===== config.mk =====
export PLATFORM = sky130hd
export DESIGN_NAME = gbsm_front
export DESIGN_NICKNAME = d
export VERILOG_FILES = /design/src/hw/rtl/gbsm_pkg.sv /design/src/hw/rtl/gbsm_front.sv
export SDC_FILE = /design/constraint.sdc
export NUM_CORES = 1
export LEC_CHECK = 0
export ABC_AREA = 1
export ABC_CLOCK_PERIOD_IN_PS = 9400
export BUFFER_PORTS_ARGS = -buffer_cell sky130_fd_sc_hd__buf_2
export CORE_UTILIZATION = 30
export CTS_BUF_LIST = sky130_fd_sc_hd__clkbuf_8
export DETAILED_ROUTE_END_ITERATION = 6
export GPL_TIMING_DRIVEN = 0
export PLACE_DENSITY_LB_ADDON = 0.3
export SYNTH_ARGS = -nofsm -noshare
export SYNTH_HDL_FRONTEND = slang
export SYNTH_SLANG_ARGS = --single-unit

===== constraint.sdc =====
create_clock -name i_clk -period 9.4 [get_ports i_clk]
set_clock_uncertainty 0.15 [all_clocks]
set_input_delay 1.88 -clock i_clk [delete_from_list [all_inputs] [get_ports i_clk]]
set_output_delay 1.88 -clock i_clk [all_outputs]
set_load 0.01 [all_outputs]

===== src/hw/rtl/gbsm_pkg.sv =====
// shared constants and types for the blur and gradient block
`default_nettype none
package gbsm_pkg;

    localparam int PIX_W       = 8;
    localparam int BLUR_W      = 16;
    localparam int GRAD_W      = 18;
    localparam int MAG_W       = 19;
    localparam int COEF_W      = 16;
    localparam int CFG_IDX_W   = 3;
    localparam int CFG_DATA_W  = 48;
    localparam int IMG_W_W     = 11;
    localparam int IMG_H_W     = 13;
    localparam int ROW_W       = 12;
    localparam int OUT_TDATA_W = 72;
    localparam int FIFO_DEPTH  = 4;

    localparam int DEF_MAX_WIDTH = 1024;
    localparam int MIN_DIM       = 5;
    localparam int MAX_HEIGHT    = 4096;

    // register indexes on the config channel
    localparam logic [CFG_IDX_W-1:0] REG_IMAGE_WIDTH  = 3'd0;
    localparam logic [CFG_IDX_W-1:0] REG_IMAGE_HEIGHT = 3'd1;
    localparam logic [CFG_IDX_W-1:0] REG_COEF_ROW0    = 3'd2;
    localparam logic [CFG_IDX_W-1:0] REG_COEF_ROW1    = 3'd3;
    localparam logic [CFG_IDX_W-1:0] REG_COEF_ROW2    = 3'd4;

    localparam logic [IMG_W_W-1:0]    RST_IMAGE_WIDTH  = 11'd640;
    localparam logic [IMG_H_W-1:0]    RST_IMAGE_HEIGHT = 13'd480;
    localparam logic [CFG_DATA_W-1:0] RST_COEF_ROW0    = 48'd12555048014944;
    localparam logic [CFG_DATA_W-1:0] RST_COEF_ROW1    = 48'd7615497777965;
    localparam logic [CFG_DATA_W-1:0] RST_COEF_ROW2    = 48'd1700923247467;

    // classification of one pixel by the front end
    typedef struct packed {
        logic rpar;     // row parity, selects line store
        logic blur_en;  // a blurred value is produced
        logic sob_en;   // a gradient result is produced
        logic last;     // last pixel of the frame
    } t_flags;

    localparam int FLAGS_W = $bits(t_flags);

endpackage
`default_nettype wire


===== src/hw/rtl/gbsm_front.sv =====
// front end: raster position tracking and item classification
`default_nettype none
module gbsm_front #(
    parameter int MAX_WIDTH = gbsm_pkg::DEF_MAX_WIDTH
) (
    input  wire logic                                    i_clk,
    input  wire logic                                    i_rst_n,
    input  wire logic                                    i_valid,
    output logic                                         o_ready,
    input  wire logic [gbsm_pkg::PIX_W-1:0]              i_pixel,
    input  wire logic                                    i_frame_start,
    input  wire logic [$clog2(MAX_WIDTH+1)-1:0]          i_width,
    input  wire logic [gbsm_pkg::IMG_H_W-1:0]            i_height,
    input  wire logic                                    i_full,
    output logic                                         o_push,
    output logic [gbsm_pkg::PIX_W-1:0]                   o_pixel,
    output logic [$clog2(MAX_WIDTH)-1:0]                 o_col,
    output gbsm_pkg::t_flags                             o_flags
);
    import gbsm_pkg::*;

    localparam int CW = $clog2(MAX_WIDTH + 1);
    localparam int AW = $clog2(MAX_WIDTH);

    logic [CW-1:0]      r_col, n_col;
    logic [ROW_W-1:0]   r_row, n_row;
    logic [CW-1:0]      c0, c;
    logic [IMG_H_W-1:0] r0, r1, rn;
    logic [CW-1:0]      cn;

    always_comb begin
        c0 = i_frame_start ? '0 : r_col;
        r0 = i_frame_start ? '0 : IMG_H_W'(r_row);
        if (c0 >= i_width) begin
            c  = '0;
            r1 = r0 + IMG_H_W'(1);
        end else begin
            c  = c0;
            r1 = r0;
        end
        if (r1 >= i_height) begin
            r1 = '0;
        end
        cn = c + CW'(1);
        rn = r1;
        if (cn >= i_width) begin
            cn = '0;
            rn = r1 + IMG_H_W'(1);
            if (rn >= i_height) begin
                rn = '0;
            end
        end
        n_col = cn;
        n_row = rn[ROW_W-1:0];
    end

    assign o_ready         = !i_full;
    assign o_push          = i_valid && !i_full;
    assign o_pixel         = i_pixel;
    assign o_col           = c[AW-1:0];
    assign o_flags.rpar    = r1[0];
    assign o_flags.blur_en = (r1 >= IMG_H_W'(2)) && (c >= CW'(2));
    assign o_flags.sob_en  = (r1 >= IMG_H_W'(4)) && (c >= CW'(4));
    assign o_flags.last    = (r1 == i_height - IMG_H_W'(1)) && (c == i_width - CW'(1));

    always_ff @(posedge i_clk) begin
        if (!i_rst_n) begin
            r_col <= '0;
            r_row <= '0;
        end else if (o_push) begin
            r_col <= n_col;
            r_row <= n_row;
        end
    end

endmodule
`default_nettype wire


==> run_results.csv, run 1 <==
group,metric,value,unit
grt,grt_pass1_vias,4368,
die,start_util,0.308,
worst_setup_path,critical_path.endpoint_type,"output port",
worst_setup_path,worst-path-max-fanout,19,
clocking,cts_max_level,1,
yosys,yosysMostFrequentCell,"nand2_1",
yosys,synthesis.area,4490,um^2
yosys,yosysTopAreaCell,"nand2_1",
grt,grt_max_degree,20,
die,die_h,124,um
place,io_buffers,51,
worst_hold_path,hold_path.class,"register to register",
yosys,synthCells,769,
die,dieArea,15500,um^2
place,post-dp-hpwl,11400,um
detailed_routing,ant_nets,0,
grt,grt_overflow_total,0,
clocking,clock_sinks,23,
yosys,yosysUniqueCellTypes,45,
sta,hold_violations,0,
detailed_routing,wl,13000,um
yosys,synth_common_cells,"nand2_1, inv_1, nor2_1, nand3_1, ha_1",
flow_run,drv_cap,0,
clocking,hold_buffers,0,
sta,worstMarginPinSlew,0.608,ns
yosys,synthArstFlopShare,0,
die,die_w,124,um
place,globalplace.congestion,0.854,
cells_and_area,syn2layout_area_growth,12.4,%
yosys,synth_top_area_frac,0.175,
detailed_routing,wire_per_inst,12.9,um
grt,grt_pass1_wl,21400,um
grt,track_usage,0.170,
detailed_routing,drc,0,
place,dp_cells,1004,
yosys,synth_edf_count,0,
detailed_routing,vias,4849,
detailed_routing,route.met3.wl,702,um
detailed_routing,via_per_inst,4.82,
clocking,worst_skew_pair.late_latency,0.28,ns
yosys,synth_seq_area_share,0.103,
worst_setup_path,critPathKind,"input pin to output port",
detailed_routing,drt-met1-wl,6760,um
worst_setup_path,required,7.37,ns
clocking,cts_tree,"yes",
sta,final_max_slew_viol_count,0,
sta,setup_viol,0,
clocking,path_clk_slew,0.09,ns
detailed_routing,drt-initial-drc-count,387,
cells_and_area,antenna_cells,0,
clocking,cts_buffers,3,
worst_setup_path,critical_path_arrival,6.97,ns
pwr,p_leak,0.00277,uW
sta,fmax,111,MHz
place,dp_slack,-0.167,ns
clocking,cts_root_buffer,"clkbuf_8",
detailed_routing,dr_wl_met2,5380,um
sta,relSlewSlack,0.593,
yosys,yosys_warnings,0,
yosys,yosys-top-cells-area,"nand2_1, ha_1, inv_1",
worst_setup_path,cp_slowest_cell,"ha_1",
sta,setup_slack,0.399,ns
detailed_routing,drt-pass1-iter-count,5,
yosys,syn-num-nets,859,
die,boundaryPins,61,
pwr,peakVddDrop,0.0000467,V
sta,min_period,9.00,ns
cells_and_area,fin_cells,1007,
sta,fin_crit_sh,0.958,
pwr,power_density,50.2,nW/um^2
worst_setup_path,path_common_cell,"nand2_1",
cells_and_area,final_nets,914,
yosys,ys_seq_elements,23,
die,core,14600,um^2
yosys,ys.flop_type,"dfxtp_1",
worst_setup_path,cp-start-kind,"input pin",
sta,rsz0062_at_grt,"no",
status,status,"finished, final reports clean",
die,rows,44,
grt,antenna_found_initial,0,
clocking,cts_buffer_depth,2,
worst_setup_path,critPathMaxStageDelay,0.31,ns
cells_and_area,drive_gt1_frac,0.145,
detailed_routing,top_layer,"met4",
yosys,syn_area_per_cell,5.84,um^2
-- timing repair --
item / 4_1_cts / 5_1_grt
setup buffers: 0 / 0
endpoints found under the setup margin: 1 / 1
gates resized for setup: 0 / 9
-- layout make-up --
type / count / area (um^2)
Buffer: 21 / 150
Clock buffer: 3 / 41.3
Clock inverter: 1 / 5.00
Fill cell: 1644 / 9540
Inverter: 130 / 490
Multi-Input combinational cell: 594 / 3410
Sequential cell: 23 / 460
Tap cell: 184 / 230
Timing Repair Buffer: 51 / 255
-- cells by family (layout without fill, tap and decap cells) --
family                   count (synthesis)  count (layout)  synth area share
flip-flops                              23              23             0.103
AND/OR/NAND/NOR                        428             428             0.442
AO/OA/AOI/OAI                           82              82            0.0998
adder cells (fa/ha/maj)                 53              53             0.148
buffers and inverters                  152             206             0.143
XOR/XNOR                                31              31            0.0647
-- power by group --
part | leakage (uW) | switching, uW | internal [uW]
registers | 0.000186 | 1.06 | 99.0
logic | 0.00256 | 56.4 | 32.0
clock network | 0.0000255 | 35.0 | 29.7
-- cell usage in the layout, fill, tap and decap left out, types with 2 or more instances in the layout --
cell      instances
a21oi_2           2
nor2_2           11
o22ai_1           3
a21oi_1          45
nand3_2           4
nand2_2           7
o21ai_2           3
inv_1           126
buf_4             9
dfxtp_1          23
xnor2_1           6
a31oi_1           2
ha_1             53
nand3b_1          2
inv_2             2
clkbuf_1          4
and2_1            5
a22oi_1           2
nand2_1         209
o21ai_0          18
nor3_2            3
clkbuf_8          3
buf_6             4
nand3_1          64
xor2_1           24
nor3_1           13
nor2_4            7
buf_2            54
o21ai_1           3
nor2_1           67
nand4_1          27
-- sequential cells by signal (all words and copies together), names as in the netlist --
| signal | flops |
|---|---|
| r_row | 12 |
| r_col | 11 |
-- critical path: cells and delay by family --
family	cells	cell delay, ns
buffers and inverters	9	1.47
adder cells (fa/ha/maj)	3	0.79
AND/OR/NAND/NOR	22	2.48
AO/OA/AOI/OAI	2	0.36
-- per-layer routing --
layer  global-route usage  up-vias
met1                0.254     2121
met2                0.266      122
met4               0.0411        0
met5                    0        -
li1                     -     2596
met3              0.00730       10
-- per-stage QoR --
step	cell area, um^2	total power (uW)	utilization	setup TNS (ns)	hold WS, ns
3_5_place_dp	4970	190	0.341	-0.167	0.306
3_3_place_gp	4970	190	0.341	-0.193	0.304
4_1_cts	5020	257	0.344	0	0.321
2_1_floorplan	4490	162	-	0	0.295
5_1_grt	5040	272	0.346	0	0.340
6_report	5040	253	0.346	0	0.319
-- path summary, 6_finish.rpt --
path                      start    endpoint  slack (ns)  cells after the start
setup / recovery  i_frame_start  o_flags[0]        0.40                     36
hold / removal         r_col[6]    r_col[6]        0.32                      2
setup reg to reg       r_col[7]   r_row[10]        3.26                     36
hold reg to reg        r_col[6]    r_col[6]        0.32                      2
Note: power is estimated with default switching activity, not from simulation.
==> inputs of run 2 (changes only) <==
--- a/config.mk
+++ b/config.mk
@@ -8,7 +8,7 @@
 export ABC_AREA = 1
 export ABC_CLOCK_PERIOD_IN_PS = 9400
 export BUFFER_PORTS_ARGS = -buffer_cell sky130_fd_sc_hd__buf_2
-export CORE_UTILIZATION = 30
+export CORE_UTILIZATION = 40
 export CTS_BUF_LIST = sky130_fd_sc_hd__clkbuf_8
 export DETAILED_ROUTE_END_ITERATION = 6
 export GPL_TIMING_DRIVEN = 0
==> run 2 against run 1 <==
  * Die area fell by 25%
  * Global-route usage rose by 5.2 points
  * Register-to-register slack got worse by 0.07 ns
  * Routed wire length fell by 2.3%
  * Highest routed layer unchanged
  * Fmax rose by 0.94%
  * Worst setup slack improved by 0.084 ns
  * Via count rose by 0.99%
  * Core utilization rose by 12 points
  * Non-clock buffer count rose by 3
==> run_results.csv, run 2 (synthesis results as in run 1) <==
group,metric,value,unit
status,status,"finished, final reports clean",
detailed_routing,drc,0,
cells_and_area,top_register,"r_row",
sta,final_max_slew_viol_count,0,
grt,track_usage,0.222,
sta,rsz0062_at_grt,"no",
grt,antenna_found_initial,0,
worst_setup_path,required,7.37,ns
pwr,power_density,49.6,nW/um^2
detailed_routing,drt-pass1-iter-count,5,
clocking,cts_buffer_depth,2,
die,start_util,0.412,
clocking,cts_buffers,3,
cells_and_area,syn2layout_area_growth,11.9,%
worst_setup_path,worst-path-max-fanout,19,
sta,setup_viol,0,
place,post-dp-hpwl,10900,um
die,rows,38,
grt,grt_pass1_wl,20400,um
worst_setup_path,critPathKind,"input pin to output port",
cells_and_area,final_cell_mix,"nand2_1, inv_1, nor2_1",
pwr,p_comb_frac,0.358,
grt,grt_pass1_vias,4226,
detailed_routing,wl,12700,um
sta,fin_crit_sh,0.949,
die,die_w,108,um
worst_setup_path,cp_slowest_cell,"ha_1",
sta,fin_hold_ws,0.317,ns
pwr,p_leak,0.00277,uW
cells_and_area,layout.cells.most_common,"nand2_1",
pwr,power_frac_seq,0.401,
clocking,cts_tree,"yes",
pwr,power.internal,161,uW
worst_setup_path,critPathMaxStageDelay,0.32,ns
place,globalplace.congestion,0.923,
sta,min_period,8.92,ns
detailed_routing,drt-initial-drc-count,377,
sta,hold_violations,0,
cells_and_area,drive_gt1_frac,0.148,
pwr,sw_frac_of_total,0.355,
worst_setup_path,path_common_cell,"nand2_1",
pwr,switchingPower,88.6,uW
grt,grt_overflow_total,0,
detailed_routing,ant_nets,0,
sta,relSlewSlack,0.556,
sta,worstMarginPinSlew,0.663,ns
clocking,worst_skew_pair.late_latency,0.27,ns
sta,fin_tns_setup,0,ns
clocking,cts_max_level,1,
cells_and_area,largest_reg_flops,12,
cells_and_area,fin_area,5020,um^2
pwr,peakVddDrop,0.0000422,V
detailed_routing,via_per_inst,5.07,
detailed_routing,wire_per_inst,13.2,um
die,boundaryPins,61,
grt,grt_max_degree,13,
place,place_area,4920,um^2
cells_and_area,reg_top3,"r_row x12, r_col x11",
clocking,hold_buffers,0,
clocking,path_clk_slew,0.08,ns
cells_and_area,final_nets,917,
place,io_buffers,51,
die,die_h,108,um
cells_and_area,nFillCells,1202,
die,core,10900,um^2
pwr,p_clk_frac,0.241,
detailed_routing,vias,4897,
sta,fmax,112,MHz
cells_and_area,antenna_cells,0,
worst_setup_path,critical_path.endpoint_type,"output port",
worst_setup_path,critical_path_arrival,6.89,ns
worst_setup_path,cp-start-kind,"input pin",
clocking,clock_sinks,23,
flow_run,drv_cap,0,
clocking,cts_root_buffer,"clkbuf_8",
die,dieArea,11600,um^2
cells_and_area,final_util,0.461,
worst_hold_path,hold_path.class,"register to register",
pwr,power,249,uW
==> run 2: repair_timing <==
item,CTS,global route
setup buffers,0,3
resized for setup,0,15
setup endpoints to repair,0,1
==> run 2: through the flow <==
stage | setup WS, ns | instances
floorplan | 1.22 | 769
CTS | 0.0248 | 964
detailed placement | 0.0343 | 960
global placement | -0.00235 | 960
finish | 0.482 | 966
global route | 0.0156 | 966
==> run 2: power groups by stage <==
| stage | Sequential (uW) | Clock (uW) | Combinational, uW |
|---|---|---|---|
| after floorplan | 102 | 0 | 60.4 |
| after global placement | 102 | 0 | 86.8 |
| after detailed placement | 102 | 0 | 87.0 |
| final | 100 | 60.1 | 89.1 |
| after CTS | 100 | 63.6 | 87.5 |
| after global routing | 100 | 67.8 | 100 |
==> run 2: final timing paths <==
kind / slack [ns] / to / start / depth (start not counted)
max reg2reg: 3.19 / r_row[1] / r_col[10] / 34
min reg2reg: 0.32 / r_col[5] / r_col[5] / 2
max: 0.48 / o_flags[0] / i_frame_start / 34
min: 0.32 / r_col[5] / r_col[5] / 2
==> run 2: worst max-delay path, delay by kind of cell <==
| family | cells | cell delay (ns) |
|---|---|---|
| AOI/OAI and AO/OA | 2 | 0.39 |
| adders and majority gates | 3 | 0.90 |
| buffers and inverters | 10 | 1.32 |
| and+or+nand+nor | 19 | 2.40 |
==> run 2: final cells by class <==
type / count / area [um^2] / share of cell area
multi-input combinational: 594 / 3420 / 0.681
inverter: 130 / 490 / 0.0977
sequential: 23 / 460 / 0.0917
timing repair buffer: 54 / 278 / 0.0553
tap: 140 / 175 / 0.0349
buffer: 21 / 153 / 0.0304
clock buffer: 3 / 41.3 / 0.00822
clock inverter: 1 / 3.75 / 0.000748
==> run 2: metal layers <==
metal | wire length, um | global-route usage | vias to the layer above
li1 | - | - | 2586
met1 | 6720 | 0.340 | 2169
met2 | 5370 | 0.346 | 140
met3 | 593 | 0.00969 | 2
met4 | 42 | 0.0372 | 0
met5 | 0 | 0 | -
