===== config.mk =====
export PLATFORM = sky130hd
export DESIGN_NAME = gbsm_fifo
export DESIGN_NICKNAME = d
export VERILOG_FILES = /design/src/hw/rtl/gbsm_pkg.sv /design/src/hw/rtl/gbsm_fifo.sv
export SDC_FILE = /design/constraint.sdc
export NUM_CORES = 1
export LEC_CHECK = 0
export BUFFER_PORTS_ARGS = -buffer_cell sky130_fd_sc_hd__buf_2
export CAP_MARGIN = 30
export CORE_MARGIN = 5
export CORE_UTILIZATION = 40
export DETAILED_ROUTE_END_ITERATION = 8
export GPL_TIMING_DRIVEN = 0
export PLACE_DENSITY = 0.66
export SETUP_SLACK_MARGIN = 0.15
export SYNTH_ARGS = -nofsm -noshare
export SYNTH_HDL_FRONTEND = slang
export SYNTH_SLANG_ARGS = --single-unit

===== constraint.sdc =====
create_clock -name i_clk -period 2.2 [get_ports i_clk]
set_clock_uncertainty 0.05 [all_clocks]
set_input_delay 0.11 -clock i_clk [delete_from_list [all_inputs] [get_ports i_clk]]
set_output_delay 0.11 -clock i_clk [all_outputs]
set_load 0.1 [all_outputs]

===== src/hw/rtl/gbsm_pkg.sv =====
// shared constants and types for the blur and gradient block
`default_nettype none
package gbsm_pkg;

    localparam int PIX_W       = 8;
    localparam int BLUR_W      = 16;
    localparam int GRAD_W      = 18;
    localparam int MAG_W       = 19;
    localparam int COEF_W      = 16;
    localparam int CFG_IDX_W   = 3;
    localparam int CFG_DATA_W  = 48;
    localparam int IMG_W_W     = 11;
    localparam int IMG_H_W     = 13;
    localparam int ROW_W       = 12;
    localparam int OUT_TDATA_W = 72;
    localparam int FIFO_DEPTH  = 4;

    localparam int DEF_MAX_WIDTH = 1024;
    localparam int MIN_DIM       = 5;
    localparam int MAX_HEIGHT    = 4096;

    // register indexes on the config channel
    localparam logic [CFG_IDX_W-1:0] REG_IMAGE_WIDTH  = 3'd0;
    localparam logic [CFG_IDX_W-1:0] REG_IMAGE_HEIGHT = 3'd1;
    localparam logic [CFG_IDX_W-1:0] REG_COEF_ROW0    = 3'd2;
    localparam logic [CFG_IDX_W-1:0] REG_COEF_ROW1    = 3'd3;
    localparam logic [CFG_IDX_W-1:0] REG_COEF_ROW2    = 3'd4;

    localparam logic [IMG_W_W-1:0]    RST_IMAGE_WIDTH  = 11'd640;
    localparam logic [IMG_H_W-1:0]    RST_IMAGE_HEIGHT = 13'd480;
    localparam logic [CFG_DATA_W-1:0] RST_COEF_ROW0    = 48'd12555048014944;
    localparam logic [CFG_DATA_W-1:0] RST_COEF_ROW1    = 48'd7615497777965;
    localparam logic [CFG_DATA_W-1:0] RST_COEF_ROW2    = 48'd1700923247467;

    // classification of one pixel by the front end
    typedef struct packed {
        logic rpar;     // row parity, selects line store
        logic blur_en;  // a blurred value is produced
        logic sob_en;   // a gradient result is produced
        logic last;     // last pixel of the frame
    } t_flags;

    localparam int FLAGS_W = $bits(t_flags);

endpackage
`default_nettype wire


===== src/hw/rtl/gbsm_fifo.sv =====
// short item queue between front end and back end
`default_nettype none
module gbsm_fifo #(
    parameter int DATA_W = 8
) (
    input  wire logic              i_clk,
    input  wire logic              i_rst_n,
    input  wire logic              i_push,
    input  wire logic [DATA_W-1:0] i_data,
    output logic                   o_full,
    input  wire logic              i_pop,
    output logic                   o_nempty,
    output logic [DATA_W-1:0]      o_data
);
    import gbsm_pkg::*;

    localparam int PW = $clog2(FIFO_DEPTH);
    localparam int CNTW = $clog2(FIFO_DEPTH + 1);

    logic [DATA_W-1:0] r_mem [FIFO_DEPTH];
    logic [PW-1:0]     r_wptr, r_rptr;
    logic [CNTW-1:0]   r_cnt;
    logic              do_push, do_pop;

    assign o_full   = (r_cnt == CNTW'(FIFO_DEPTH));
    assign o_nempty = (r_cnt != '0);
    assign o_data   = r_mem[r_rptr];
    assign do_push  = i_push && !o_full;
    assign do_pop   = i_pop && o_nempty;

    always_ff @(posedge i_clk) begin
        if (do_push) begin
            r_mem[r_wptr] <= i_data;
        end
        if (!i_rst_n) begin
            r_wptr <= '0;
            r_rptr <= '0;
            r_cnt  <= '0;
        end else begin
            if (do_push) begin
                r_wptr <= r_wptr + PW'(1);
            end
            if (do_pop) begin
                r_rptr <= r_rptr + PW'(1);
            end
            if (do_push && !do_pop) begin
                r_cnt <= r_cnt + CNTW'(1);
            end else if (do_pop && !do_push) begin
                r_cnt <= r_cnt - CNTW'(1);
            end
        end
    end

endmodule
`default_nettype wire


==> impl_metrics.tcl, run 1 <==
set metrics [dict create \
    worst_slack_ns 0.2371 \
    r2r_end "r_cnt[2]$_SDFFE_PN0P_" \
    core_mm2 0.004000 \
    clock-sinks 41 \
    htree_levels 2 \
    grt.total_usage 0.1098 \
    finalInstanceArea_mm2 0.002057 \
    startpoint "r_cnt[0]$_SDFFE_PN0P_" \
    clockBufferDepth 2 \
    die_area_mm2 0.005485 \
    grt_max_degree 13 \
    status "completed" \
    crit_path_start_kind "register" \
    dp_hpwl_mm 1.751 \
    clkPwrFrac 0.210 \
    yosysTopAreaCell "edfxtp_1" \
    area_growth_pct 25.30 \
    clk_pin_slew_worst_paths_ns 0.07 \
    min_from "i_rst_n" \
    dpl_cell_area_mm2 0.001837 \
    drt_iter0_markers 36 \
    seq_area_frac_synth 0.6951 \
    io_buffers 20 \
    p_int_mw 1.676 \
    detailedPlace.worstSlack_ns 0.07340 \
    die_height_um 74.06 \
    nNetsFinal 144 \
    rsz0062_at_grt "no" \
    layout_min_cycle_time_ns 1.963 \
    drt-pass1-iter-count 4 \
    drive_gt1_frac 0.4094 \
    ios 22 \
    hold_depth 3 \
    final-hold-violation-count 0 \
    ir_worst_vdd_mv 0.9025 \
    power_frac_seq 0.362 \
    path_class "reg2reg" \
    p_leak_nw 0.7406 \
    powerDensity_mw_per_mm2 1397 \
    syn_inst 90 \
    vias 847 \
    avgSynthCellArea_um2 18.24 \
    vias_per_cell 4.785 \
    synth_nets 108 \
    root_buffer "clkbuf_8" \
    yosys_warnings 0 \
    fmax_mhz 509.5 \
    synth_top_area_frac 0.5854 \
    start_util 0.4104 \
    grt_pass1_vias 882 \
    r2r_start "r_cnt[0]$_SDFFE_PN0P_" \
    ys_top_cells_by_area "edfxtp_1 59%, dfxtp_1 11%, mux4_2 11%" \
    cts_tree "done" \
    drc_errors 0 \
    min_to "r_wptr[0]$_SDFFE_PN0P_" \
    wirelength_mm 2.572 \
    ys_ff_latch 41 \
    arrival_ns 2.12 \
    post-place-cells 160 \
    finalCritPeriodShare 0.8922 \
    wl_per_cell_um 14.53 \
    relSlewSlack 0.6661 \
    p_sw_mw 1.198 \
    r2r_slack_ns 0.24 \
    ant_nets 0 \
    cts_buffers 5 \
    row_count 23 \
    final-setup-viol-count 0 \
    antenna_found_initial 0 \
    max_cap_violations 0 \
    hold_path.class "in2reg" \
    final-max-slew-violation-count 0 \
    combPwrFrac 0.428 \
    cp_max_fo 6 \
    reg2regPathDepth 7 \
    num_antenna_cells 0 \
    place_congestion 0.7168 \
    synthDistinctLibCells 23 \
    cp-end-kind "register" \
    grt_pass1_wl_mm 4.188 \
    synth_area_mm2 0.001642 \
    grt-ovfl-total 0 \
    fin_cells 177 \
    clock_latency_ns 0.28 \
    critPathRequiredTime_ns 2.36 \
    tightest_slew_ns 0.5008 \
    swShare 0.4169 \
    die_w_um 74.06 \
]
-- kinds of logic (layout without fill, tap and decap cells) --
family	count (synthesis)	in the layout	share of synthesized area
DFF	41	41	0.6951
xor gates and xnor gates	4	4	0.02135
buffers and inverters	7	44	0.02133
AOI/OAI and AO/OA	4	4	0.02058
adders and majority gates	6	6	0.05031
and+or+nand+nor	17	17	0.06326
muxes	11	11	0.1280
-- area by class of cell --
cell class,instances,area (um^2)
clock inverter,1,30.03
tap,50,62.56
inverter,3,11.26
timing repair buffer,29,187.7
fill,338,1943
clock buffer,7,86.33
multi-input combinational,42,503.0
buffer,4,23.77
sequential,41,1152
-- through the flow --
step	TNS (ns)	total power [mW]	util	hold WS (ns)
finish	0	2.875	0.5142	0.1673
global placement	0	2.246	0.4592	0.2703
floorplan	-0.5849	2.088	-	0.1589
detailed placement	0	2.270	0.4592	0.2768
global route	0	3.013	0.5142	0.2048
CTS	0	2.907	0.5124	0.1789
-- per-layer routing --
metal	vias up	track usage	wire length, um
li1	409	-	-
met2	23	0.1919	1359
met4	0	0.05433	42
met5	-	0	0
met3	4	0.04189	141
met1	411	0.1153	1028
-- Yosys cell counts --
cell type,count
and2_1,8
ha_1,5
xnor2_1,3
o31ai_2,1
o21ai_0,1
o311ai_1,1
inv_1,3
buf_1,1
or3_1,1
edfxtp_1,32
nor2b_1,2
dfxtp_1,9
xor2_1,1
buf_2,1
clkbuf_1,1
or3_2,1
a21boi_1,1
fa_1,1
mux2i_1,3
nand2_1,4
nor3b_2,1
buf_6,1
mux4_2,8
-- registers in the layout (all words and copies together), names as in the netlist, named ones only --
register	count
r_wptr	2
r_cnt	3
r_rptr	2
r_mem	32
-- worst max path at each step --
stage                     slack (ns)               endpoint
after floorplan                -0.31  r_cnt[2]$_SDFFE_PN0P_
after global placement          0.13  r_cnt[2]$_SDFFE_PN0P_
after detailed placement        0.07  r_cnt[2]$_SDFFE_PN0P_
after CTS                       0.15  r_cnt[2]$_SDFFE_PN0P_
after global routing            0.16  r_cnt[2]$_SDFFE_PN0P_
final                           0.24  r_cnt[2]$_SDFFE_PN0P_
-- power groups by stage --
| stage | clock network [mW] | registers, mW | logic [mW] |
|---|---|---|---|
| final | 0.605 | 1.04 | 1.23 |
| after global routing | 0.657 | 1.06 | 1.30 |
| after CTS | 0.623 | 1.04 | 1.25 |
| after detailed placement | 0 | 1.05 | 1.22 |
| after global placement | 0 | 1.04 | 1.21 |
| after floorplan | 0 | 1.03 | 1.06 |
-- critical path: stages (launching register included) --
cell and delay [ns]:
dfxtp_4 0.39, o31ai_4 0.31, ha_4 0.19, inv_2 0.04
fa_2 0.33, xor2_1 0.16, or3_1 0.30, a21boi_1 0.12
-- timing repair --
action / CTS / global route
buffers inserted: 1 / 0
pin swaps: 1 / 1
endpoints found under the setup margin: 1 / 1
hold buffers: 8 / 0
gates resized for setup: 1 / 3
hold endpoints to repair: 32 / 0
-- placed cells by master, fill, tap and decap left out, drive strengths merged, types with 2 or more instances in the layout --
cell	instances
xnor2	3
ha	5
or3	2
dfxtp	9
and2	8
nand2	4
mux2i	3
edfxtp	32
clkbuf	8
dlygate4sd3	8
inv	3
mux4	8
buf	24
nor2b	2
Power figures use the tool's default switching activity.
==> run 2: changes to the inputs <==
--- a/config.mk
+++ b/config.mk
@@ -7,7 +7,7 @@
 export LEC_CHECK = 0
 export BUFFER_PORTS_ARGS = -buffer_cell sky130_fd_sc_hd__buf_2
 export CAP_MARGIN = 30
-export CORE_MARGIN = 5
+export CORE_MARGIN = 2
 export CORE_UTILIZATION = 40
 export DETAILED_ROUTE_END_ITERATION = 8
 export GPL_TIMING_DRIVEN = 0
==> run 2 against run 1 <==
Net effect: core utilization fell by 0.29 points; first-iteration DRC count rose by 61%; via count rose by 2.6%; maximum frequency fell by 0.66%; non-clock buffer count rose by 2; largest power group unchanged; sequential power barely moved.
==> impl_metrics.tcl, run 2 (same netlist as run 1, synthesis figures left out) <==
set metrics [dict create \
    final_cell_mix "32 x edfxtp_1, 21 x buf_2, 8 x mux4_2" \
    root_buffer "clkbuf_8" \
    nNetsFinal 146 \
    reg_top3 "r_mem x32, r_cnt x3" \
    p_leak_nw 0.7358 \
    htree_levels 2 \
    finalCritPeriodShare 0.8981 \
    reg2regPathDepth 9 \
    r2r_start "r_cnt[2]$_SDFFE_PN0P_" \
    final_common_cell "edfxtp_1" \
    arrival_ns 2.14 \
    start_util 0.4134 \
    ant_nets 0 \
    path_buf_inv 2 \
    antenna_found_initial 0 \
    ios 22 \
    die_area_mm2 0.004632 \
    critPathRequiredTime_ns 2.36 \
    max_cap_violations 0 \
    tightest_slew_ns 0.5176 \
    drt-pass1-iter-count 4 \
    r2r_slack_ns 0.22 \
    core_mm2 0.003971 \
    cp.depth 9 \
    cts_buffers 5 \
    grt-ovfl-total 0 \
    drive_gt1_frac 0.4186 \
    powerDensity_mw_per_mm2 1352 \
    final-max-slew-violation-count 0 \
    hold_path.class "in2reg" \
    detailedPlace.worstSlack_ns 0.1108 \
    vias 869 \
    cp-end-kind "register" \
    row_count 23 \
    nFillCells 347 \
    relSlewSlack 0.6549 \
    clk_pin_slew_worst_paths_ns 0.07 \
    cp_slowest_cell "dfxtp_4" \
    clock-sinks 41 \
    grt.total_usage 0.1300 \
    min_from "i_data[0]" \
    fin_cells 179 \
    cp_max_fo 6 \
    status "completed" \
    p_total_mw 2.746 \
    final-setup-viol-count 0 \
    grt_pass1_wl_mm 4.167 \
    path_class "reg2reg" \
    largest_reg_flops 32 \
    final_util 0.5113 \
    drc_errors 0 \
    die_height_um 68.06 \
    final-hold-violation-count 0 \
    die_w_um 68.06 \
    clock_latency_ns 0.28 \
    vias_per_cell 4.855 \
    crit_path_start_kind "register" \
    top_register "r_mem" \
    cts_tree "done" \
    drt_iter0_markers 58 \
    post-place-cells 160 \
    clockBufferDepth 2 \
    rsz0062_at_grt "yes" \
    min_to "r_mem[2][0]$_DFFE_PP_" \
    io_buffers 20 \
    layout_min_cycle_time_ns 1.976 \
    worstPathCellList "nor3b_4, nor2b_1, buf_6, ha_4, inv_2, fa_2, xor2_1, or3_1, a21boi_1" \
    place_congestion 0.6764 \
    fmax_mhz 506.1 \
    slowest_delay_ns 0.37 \
    wl_per_cell_um 14.79 \
    num_antenna_cells 0 \
    worst_slack_ns 0.2241 \
    area_growth_pct 23.70 \
    r2r_end "r_cnt[2]$_SDFFE_PN0P_" \
    grt_pass1_vias 881 \
    hold_depth 1 \
    wirelength_mm 2.647 \
    critical_path.top_delay_family "simple AND/OR/NAND/NOR gates" \
    grt_max_degree 13 \
    ir_worst_vdd_mv 1.010 \
    whs_ns 0.01410 \
    dp_hpwl_mm 1.816 \
]
==> run 2: cell count changes in the layout (fill, tap and decap cells not counted) <==
cell           delta
clkinv_2          +2
buf_4             +3
dfxtp_4           -1
nor2b_1           +1
nor2b_2           -1
dlygate4sd3_1     -1
bufinv_16         -1
clkbuf_8          -1
dfxtp_2           +1
==> run 2: per-layer routing <==
metal | vias to the layer above | share of wire | GRT usage
li1 | 413 | - | -
met1 | 427 | 0.42 | 0.1491
met2 | 23 | 0.52 | 0.2184
met3 | 6 | 0.053 | 0.04934
met4 | 0 | 0.015 | 0.05250
met5 | - | 0 | 0
==> run 2: worst max path at each step <==
| stage | from | endpoint | slack (ns) |
|---|---|---|---|
| final | r_cnt[2]$_SDFFE_PN0P_ | r_cnt[2]$_SDFFE_PN0P_ | 0.22 |
| after detailed placement | r_cnt[1]$_SDFFE_PN0P_ | r_cnt[2]$_SDFFE_PN0P_ | 0.11 |
| after global routing | r_cnt[1]$_SDFFE_PN0P_ | r_cnt[2]$_SDFFE_PN0P_ | 0.13 |
| after floorplan | r_cnt[0]$_SDFFE_PN0P_ | r_cnt[2]$_SDFFE_PN0P_ | -0.31 |
| after CTS | r_cnt[2]$_SDFFE_PN0P_ | r_cnt[2]$_SDFFE_PN0P_ | 0.17 |
| after global placement | r_cnt[1]$_SDFFE_PN0P_ | r_cnt[2]$_SDFFE_PN0P_ | 0.15 |
==> run 2: worst register-to-register path, delay by kind of cell (launching register included) <==
family | cells | cell delay, ns
AO/OA/AOI/OAI | 1 | 0.14
XOR/XNOR | 1 | 0.15
adder cells (fa/ha/maj) | 2 | 0.44
buffers and inverters | 2 | 0.16
flip-flops | 1 | 0.37
AND/OR/NAND/NOR | 3 | 0.60
==> run 2: power breakdown <==
| part | internal, mW | switching (mW) |
|---|---|---|
| logic | 0.358 | 0.890 |
| registers | 0.961 | 0.0821 |
| clock network | 0.220 | 0.235 |
| total | 1.54 | 1.21 |
==> run 2: repair_timing <==
action	CTS	global route
hold buffers	7	0
setup endpoints to repair	1	1
pin swaps	0	3
buffers inserted	1	3
endpoints found under the hold margin	28	0
gates cloned	0	0
resized for setup	1	1
==> run 2: area by class of cell <==
type	instances	area, um^2	area share
flip-flops and latches	41	1150	0.5662
multi-input cells	42	500.5	0.2465
repair buffers	31	200.2	0.09858
clock buffers	6	72.57	0.03574
well taps	50	62.56	0.03081
plain buffers	4	23.77	0.01171
inverters	3	11.26	0.005545
clock inverters	2	10.01	0.004929
==> run 2: through the flow <==
step | TNS (ns) | instance area [um^2]
2_1_floorplan | -0.5849 | 1674
3_3_place_gp | 0 | 1837
3_5_place_dp | 0 | 1837
4_1_cts | 0 | 2006
5_1_grt | 0 | 2031
6_report | 0 | 2031
==> run 3: changes to the inputs <==
--- a/config.mk
+++ b/config.mk
@@ -5,13 +5,12 @@
 export SDC_FILE = /design/constraint.sdc
 export NUM_CORES = 1
 export LEC_CHECK = 0
-export BUFFER_PORTS_ARGS = -buffer_cell sky130_fd_sc_hd__buf_2
+export BUFFER_PORTS_ARGS = -buffer_cell sky130_fd_sc_hd__clkbuf_2
 export CAP_MARGIN = 30
-export CORE_MARGIN = 2
+export CORE_MARGIN = 5
 export CORE_UTILIZATION = 40
 export DETAILED_ROUTE_END_ITERATION = 8
 export GPL_TIMING_DRIVEN = 0
-export PLACE_DENSITY = 0.66
 export SETUP_SLACK_MARGIN = 0.15
 export SYNTH_ARGS = -nofsm -noshare
 export SYNTH_HDL_FRONTEND = slang
==> run 3 against run 2 <==
Net effect: non-clock buffer count down 2; critical path depth unchanged; register-to-register slack worse by 0.04 ns; setup slack worse by 0.039 ns; hold slack better by 0.15 ns; clock-buffer cell count unchanged; clock power up 27%; final cell count down 1.1%; flip-flop and latch count unchanged; routed wire length up 0.38%; total power up 3.6%; largest cell class unchanged.
==> impl_metrics.tcl, run 3 (same netlist as run 1, synthesis figures left out) <==
set metrics [dict create \
    status "completed" \
    swShare 0.4246 \
    worstPathCellList "nor3b_4, nor2b_1, buf_6, ha_4, inv_2, fa_2, xor2_1, or3_1, a21boi_1" \
    path_class "reg2reg" \
    slowest_delay_ns 0.37 \
    powerDensity_mw_per_mm2 1394 \
    crit_path_start_kind "register" \
    fmax_mhz 496.2 \
    reg_top3 "r_mem x32, r_cnt x3" \
    final-setup-viol-count 0 \
    rsz0062_at_grt "yes" \
    final-hold-violation-count 0 \
    final_util 0.5102 \
    busiest_layer "met2" \
    final_common_cell "edfxtp_1" \
    final_cell_mix "32 x edfxtp_1, 12 x clkbuf_2, 9 x buf_2" \
    max_cap_violations 0 \
    clkPwrFrac 0.203 \
    wl_per_cell_um 15.01 \
    grt_max_degree 14 \
    grt.total_usage 0.1107 \
    clock-sinks 41 \
    nFillCells 324 \
    cts_tree "done" \
    cp-end-kind "register" \
    grtUsageMet3 0.04459 \
    ant_nets 0 \
    wirelength_mm 2.657 \
    clockBufferDepth 2 \
    cts_buffers 5 \
    grt-ovfl-total 0 \
    p_leak_nw 0.7373 \
    htree_levels 2 \
    area_growth_pct 24.31 \
    top_register "r_mem" \
    r2r_slack_ns 0.18 \
    clk_pin_slew_worst_paths_ns 0.07 \
    die_w_um 74.06 \
    path_buf_inv 2 \
    combPwrFrac 0.433 \
    p_int_mw 1.637 \
    nNetsFinal 144 \
    grt_pass1_vias 884 \
    ir_worst_vdd_mv 0.5422 \
    relSlewSlack 0.6367 \
    largest_reg_flops 32 \
    r2r_start "r_cnt[2]$_SDFFE_PN0P_" \
    fin_cells 177 \
    hold_depth 2 \
    drt-pass1-iter-count 2 \
    clock_latency_ns 0.29 \
    dp_hpwl_mm 1.815 \
    final-max-slew-violation-count 0 \
    cp_slowest_cell "fa_2" \
    die_height_um 74.06 \
    cp_max_fo 6 \
    worst_slack_ns 0.1848 \
    reg2regPathDepth 9 \
    ios 22 \
    critPathRequiredTime_ns 2.37 \
    grt_pass1_wl_mm 4.360 \
    tns_ns 0 \
    die_area_mm2 0.005485 \
    drt_iter0_markers 37 \
    finalInstanceArea_mm2 0.002041 \
    hold_path.class "in2reg" \
    p_sw_mw 1.208 \
    root_buffer "clkbuf_8" \
    grt_util_met2 0.1850 \
    start_util 0.4104 \
    min_from "i_rst_n" \
    row_count 23 \
    drive_gt1_frac 0.4016 \
    num_antenna_cells 0 \
    min_to "r_cnt[2]$_SDFFE_PN0P_" \
    vias_per_cell 4.768 \
    finalCritPeriodShare 0.9160 \
    detailedPlace.worstSlack_ns 0.1210 \
    arrival_ns 2.18 \
    layout_min_cycle_time_ns 2.015 \
    drc_errors 0 \
    tightest_slew_ns 0.5450 \
    antenna_found_initial 0 \
    gr-usage-met1 0.1250 \
    place_congestion 0.7182 \
    post-place-cells 160 \
    power_frac_seq 0.364 \
    r2r_end "r_cnt[2]$_SDFFE_PN0P_" \
    dpl_cell_area_mm2 0.001837 \
    critical_path.top_delay_family "simple AND/OR/NAND/NOR gates" \
    io_buffers 20 \
    core_mm2 0.004000 \
    vias 844 \
]
[run 3: stage by stage]
step / hold slack, ns / power, mW
after CTS: 0.1846 / 2.884
after detailed placement: 0.2875 / 2.277
final: 0.1644 / 2.844
after floorplan: 0.1589 / 2.088
after global placement: 0.2740 / 2.251
after global routing: 0.2016 / 2.988
[run 3: what timing repair did]
item | 4_1_cts | 5_1_grt
resized for setup | 1 | 8
setup endpoints to repair | 1 | 9
endpoints found under the hold margin | 32 | 0
hold buffers | 8 | 0
buffers inserted | 1 | 0
[run 3: how the worst max path moves through the flow]
stage	start	endpoint	depth (start not counted)
floorplan	r_cnt[0]$_SDFFE_PN0P_	r_cnt[2]$_SDFFE_PN0P_	9
global placement	r_cnt[1]$_SDFFE_PN0P_	r_cnt[2]$_SDFFE_PN0P_	7
detailed placement	r_cnt[1]$_SDFFE_PN0P_	r_cnt[2]$_SDFFE_PN0P_	7
CTS	r_cnt[2]$_SDFFE_PN0P_	r_cnt[2]$_SDFFE_PN0P_	9
global route	r_cnt[2]$_SDFFE_PN0P_	r_cnt[2]$_SDFFE_PN0P_	9
finish	r_cnt[2]$_SDFFE_PN0P_	r_cnt[2]$_SDFFE_PN0P_	9
[run 3: area by class of cell]
class | instances | area (um^2) | share of cell area
well taps | 50 | 62.56 | 0.03066
flip-flops and latches | 41 | 1147 | 0.5622
inverters | 3 | 11.26 | 0.005518
clock buffers | 6 | 72.57 | 0.03556
repair buffers | 29 | 187.7 | 0.09197
multi-input cells | 42 | 500.5 | 0.2452
plain buffers | 4 | 23.77 | 0.01165
clock inverters | 2 | 35.03 | 0.01717
[run 3: power groups by stage]
| stage | clock [mW] | combinational, mW | sequential, mW |
|---|---|---|---|
| after detailed placement | 0 | 1.23 | 1.05 |
| after CTS | 0.595 | 1.25 | 1.04 |
| final | 0.577 | 1.23 | 1.04 |
| after global routing | 0.631 | 1.31 | 1.05 |
| after global placement | 0 | 1.21 | 1.04 |
| after floorplan | 0 | 1.06 | 1.03 |
[run 3: metal layers]
metal	wire length, um	vias up	share of wire
li1	-	409	-
met1	1071	411	0.40
met2	1374	17	0.52
met3	159	7	0.060
met4	51	0	0.019
met5	0	-	0
